File: config.mk
export PLATFORM = sky130hd
export DESIGN_NAME = crtc_cell
export DESIGN_NICKNAME = d
export VERILOG_FILES = /design/src/design/crtc_pkg.sv /design/src/design/crtc_cell.sv
export SDC_FILE = /design/constraint.sdc
export NUM_CORES = 1
export LEC_CHECK = 0
export ABC_CLOCK_PERIOD_IN_PS = 5100
export BUFFER_PORTS_ARGS = -buffer_cell sky130_fd_sc_hd__clkbuf_2
export CAP_MARGIN = 20
export CELL_PAD_IN_SITES_DETAIL_PLACEMENT = 2
export CELL_PAD_IN_SITES_GLOBAL_PLACEMENT = 2
export CORE_MARGIN = 3
export CORE_UTILIZATION = 34
export CTS_CLUSTER_SIZE = 28
export DETAILED_ROUTE_END_ITERATION = 12
export PLACE_DENSITY_LB_ADDON = 0.1
export RECOVER_POWER = 50
export SYNTH_ARGS = -nofsm -noshare
export SYNTH_HDL_FRONTEND = slang
export SYNTH_SLANG_ARGS = --single-unit
File: constraint.sdc
create_clock -name clk -period 5.1 [get_ports clk]
set_clock_uncertainty 0.2 [all_clocks]
set_input_delay 0.255 -clock clk [delete_from_list [all_inputs] [get_ports clk]]
set_output_delay 0.255 -clock clk [all_outputs]
set_load 0.02 [all_outputs]
File: src/design/crtc_pkg.sv
// Shared types, codes and constants for the call/return trace classifier.
package crtc_pkg;

  localparam int FUNC_ENTRIES_DEF = 64;

  localparam logic [6:0]  JUMP_MASK   = 7'b1110111;
  localparam logic [6:0]  JUMP_OPCODE = 7'b1100111;
  localparam logic [4:0]  RD_ZERO     = 5'b00000;
  localparam logic [15:0] DEPTH_MAX   = 16'hFFFF;

  localparam logic [1:0] KIND_OTHER  = 2'd0;
  localparam logic [1:0] KIND_CALL   = 2'd1;
  localparam logic [1:0] KIND_RETURN = 2'd2;

  localparam logic CMD_LOAD  = 1'b0;
  localparam logic CMD_EVENT = 1'b1;

  typedef struct packed {
    logic        command;
    logic [31:0] entry_start;
    logic [31:0] entry_size;
    logic [31:0] instr_word;
    logic [31:0] next_pc;
  } item_t;

  typedef struct packed {
    logic [1:0]  record_kind;
    logic [31:0] target_pc;
    logic [15:0] call_depth;
    logic [5:0]  func_index;
    logic        ret_underflow;
  } result_t;

  // Lookup token passed from cell to cell.
  typedef struct packed {
    logic        active;
    logic [31:0] target;
    logic        hit;
    logic        at_start;
  } token_t;

endpackage

File: src/design/crtc_cell.sv
// One table cell: holds a function range and tests the passing lookup token against it.
module crtc_cell #(
  parameter int CELL_INDEX = 0,
  parameter int IDX_W      = 6,
  parameter int CNT_W      = 7
) (
  input  logic                clk,
  input  logic                rst,
  input  logic                load,
  input  logic [31:0]         load_start,
  input  logic [31:0]         load_size,
  input  logic [CNT_W-1:0]    entry_count,
  input  crtc_pkg::token_t    tok_in,
  input  logic [IDX_W-1:0]    idx_in,
  output crtc_pkg::token_t    tok_out,
  output logic [IDX_W-1:0]    idx_out
);
  import crtc_pkg::*;

  logic [31:0] range_start;
  logic [31:0] range_size;
  logic [31:0] range_end;
  logic        cell_used;
  logic        match;
  token_t      tok_next;
  logic [IDX_W-1:0] idx_next;

  assign range_end = range_start + range_size;
  assign cell_used = CNT_W'(CELL_INDEX) < entry_count;
  assign match     = tok_in.active && cell_used &&
                     (tok_in.target >= range_start) && (tok_in.target < range_end);

  always_comb begin
    tok_next = tok_in;
    idx_next = idx_in;
    if (match) begin
      tok_next.hit      = 1'b1;
      tok_next.at_start = (tok_in.target == range_start);
      idx_next          = IDX_W'(CELL_INDEX);
    end
  end

  always_ff @(posedge clk) begin
    if (load && entry_count == CNT_W'(CELL_INDEX)) begin
      range_start <= load_start;
      range_size  <= load_size;
    end
  end

  always_ff @(posedge clk) begin
    if (rst) begin
      tok_out.active <= 1'b0;
    end else begin
      tok_out.active <= tok_next.active;
    end
    tok_out.target   <= tok_next.target;
    tok_out.hit      <= tok_next.hit;
    tok_out.at_start <= tok_next.at_start;
    idx_out          <= idx_next;
  end

endmodule
==> impl_results.md <==
* Top delay family on crit path: compound AO/OA/AOI/OAI gates
* Std-Cell Rows at 48
* WL/cell at 19.6 microns
* DP Wirelength at 15,400 microns
* Main combinational cell family by area after synthesis: adder cells
* Gr usage total at 21.4%
* 1st-iter DRT viols at 158
* Inserted Clock Buffers at 9
* Area Growth Syn to Fin at 36.9%
* MaxCap Viol Count at 0
* Global-route wire length before repair at 33,300 microns
* # IOs at 156
* Synth Area in Compound Gates at 16.9%
* Fin crit share at 88.8%
* Drc violations at 0
* R2R setup slack at 0.57 ns
* Switching Fraction at 24.6%
* Total Power at 1.83 mW
* Seq/Total Area, Yosys at 44.6%
* Final net count at 1,039
* Met3 GRT Util at 3.72%
* Slew Viols, Final at 0
* # diodes at 0
* YS warnings at 0
* Crit Path Category: reg -> reg
* Cell count along the critical path at 15
* Startpoint Class: flop
* Worst Hold Margin at 0.410 ns
* Clock network power share at 35.8%
* GR Util met2 at 40.6%
* GR Overflow Total at 0
* Distinct cells, synth at 60
* Crit path max fanout at 8
* Hold WC Path Type: in -> reg
* Vias post-DR at 5,455
* Critical Path Sink Type: flop
* RSZ-0062 raised after global routing: false
* Tmin final at 4.53 ns
* Number of synthesized flops with an enable pin at 64
* Clock Root Buffer: clkbuf_16
* Clock Pin Slew Worst Setup and Hold Paths at 0.07 ns
* Pin count of the biggest net entering global routing at 39
* Placed inst area at 7150 sq um
* Worst reg2reg path depth at 15
* Vias/cell at 5.15
* Num Clock Sinks at 105
* P per Cell Area at 218 nW/um^2
* Most common cell in the synthesized netlist: ha_1
* WP buf/inv at 1
* Clk buf depth at 2
* Pleak at 3.71 nW
* Switch Pwr at 0.451 mW
* XOR/XNOR Fraction of Synth Area at 3.71%
* Post-synthesis mux area share at 0.489%
* Synth top cells by count: ha_1 (94), edfxtp_1 (64), a21oi_1 (50), inv_1 (48), dfxtp_1 (41)
* Final Hold Violating Endpoints at 0
* Synthesis-stage register bit count at 105
* Filler cells at 1,828
* Leading area contributor after synthesis: edfxtp_1
* Post-Syn Area at 6140 sq um
* Synth area leaders: edfxtp_1 (31%), ha_1 (19%), dfxtp_1 (13%), a21oi_1 (4.1%), inv_1 (2.9%)
* VDD IR max at 0.000138 V
* Post-synth top area share at 31.3%
* Crit-path slowest cell: ha_1
* Number of global-route vias before repair at 6,277
* Antenna violations before repair at 0
* Setup_tns at 0 ns
* Clk_lat worst skew at 0.36 ns
* Slew HR at 53.6%
* Final WL at 20,800 microns
* Asr flop ratio synth at 0%
* CTS tree: done
* Adder-cell area share of the yosys netlist at 19.5%
* Slowest stage delay, CP at 0.43 ns
* Antenna-violating nets left at 0
* Simple-gate portion of the synthesized area at 10.8%
* Syn nets at 772
* CTS H-Tree Depth at 3
* Met1 Usage GRT at 24.9%
* Synth Instances at 562
* Port Buffer Count at 155
* Drt first pass iters at 4
* Run status: complete, no violations
* # resized after CTS at 0
* Placeable Area at 17,500 sq um
* Final Setup Violations at 0
* WP data arrival at 4.61 ns
* Starting density of the core at 35.2%
* DIE WIDTH at 140 microns
* Global routing's busiest layer: met2
* WP data required at 5.18 ns
* Height of the die at 140 microns
* Slew @ Worst Pin at 0.696 ns
* CP cell instances: ha_1 -> and3_2 -> a221o_1 -> a211oi_4 -> o41ai_2 -> o21a_2 -> mux2i_1 -> a2111o_1 -> ha_1 -> nand4_1 -> nor4_1 -> nand3_1 -> o211ai_1 -> buf_4 -> mux2i_1
* Die area at 19,700 sq um
* Mean area per synthesized cell at 10.9 sq um
* Flop pwr share at 50.4%
* Int Power at 1.38 mW
* Finished Cell Area at 8410 sq um
* Share of cells above drive strength 1 at 16.3%
* Fmax at 0.221 GHz
* Hold path depth at 2
* Routability cong. at 0.869
* Main synth FF type: edfxtp_1
* Gate power share at 13.7%
## power by group through the flow
stage          combinational, mW  sequential, mW  clock (mW)
2_1_floorplan             0.0642           0.967           0
3_3_place_gp               0.177           0.942           0
3_5_place_dp               0.188           0.944           0
4_1_cts                    0.255           0.925       0.669
5_1_grt                    0.278           0.927       0.713
6_report                   0.252           0.925       0.657
## registers in the layout, indices dropped and copies added (netlist names)
signal / count
idx_out: 6
tok_out: 35
range_size: 32
range_start: 32
## final cells by class
type	count	area [sq um]	share of cell area, %
Clock buffer	14	244	2.90
Clock inverter	2	16.3	0.193
Sequential cell	105	2740	32.6
Multi-Input combinational cell	402	3160	37.5
Inverter	48	180	2.14
Tap cell	225	282	3.35
Timing Repair Buffer	263	1790	21.3
## cell families after synthesis
family,Yosys count
compound gates,149
xor+xnor,26
fa+ha+maj,95
buf+inv,55
flops,105
mux,3
simple gates,129
## stage by stage
step	setup WS (ns)	instances	utilization (%)
6_report	0.572	1059	48.1
3_3_place_gp	0.567	936	40.9
2_1_floorplan	0.964	562	-
3_5_place_dp	0.354	936	40.9
5_1_grt	0.223	1059	48.1
4_1_cts	0.316	1058	48.4
## what timing repair did
| item | CTS | global route |
|---|---|---|
| endpoints found under the hold margin | 105 | 0 |
| hold buffers | 106 | 0 |
| setup endpoints to repair | 0 | 3 |
| setup buffers | 0 | 1 |
## cell usage in the layout, fill, tap and decap left out, types with 11 or more instances in the layout
master	instances
dlygate4sd3_1	106
clkbuf_2	105
ha_1	94
edfxtp_1	64
clkbuf_1	55
a21oi_1	50
inv_1	48
dfxtp_1	41
nand2_1	33
nor2_1	22
o21ai_0	17
a21o_1	16
nand3_1	15
xor2_1	15
nand4_1	12
xnor2_1	11
## path summary, 6_finish.rpt
check | startpoint | to
max reg2reg | range_start[9] | tok_out[0]
min | load_size[13] | range_size[13]
max | range_start[9] | tok_out[0]
min reg2reg | range_start[0] | tok_out[0]
## per-layer routing
layer	vias to the layer above	share of wire, %
li1	2630	-
met1	2683	42
met2	120	53
met3	22	3.7
met4	0	1.4
met5	-	0
(Power assumes the default switching activity.)
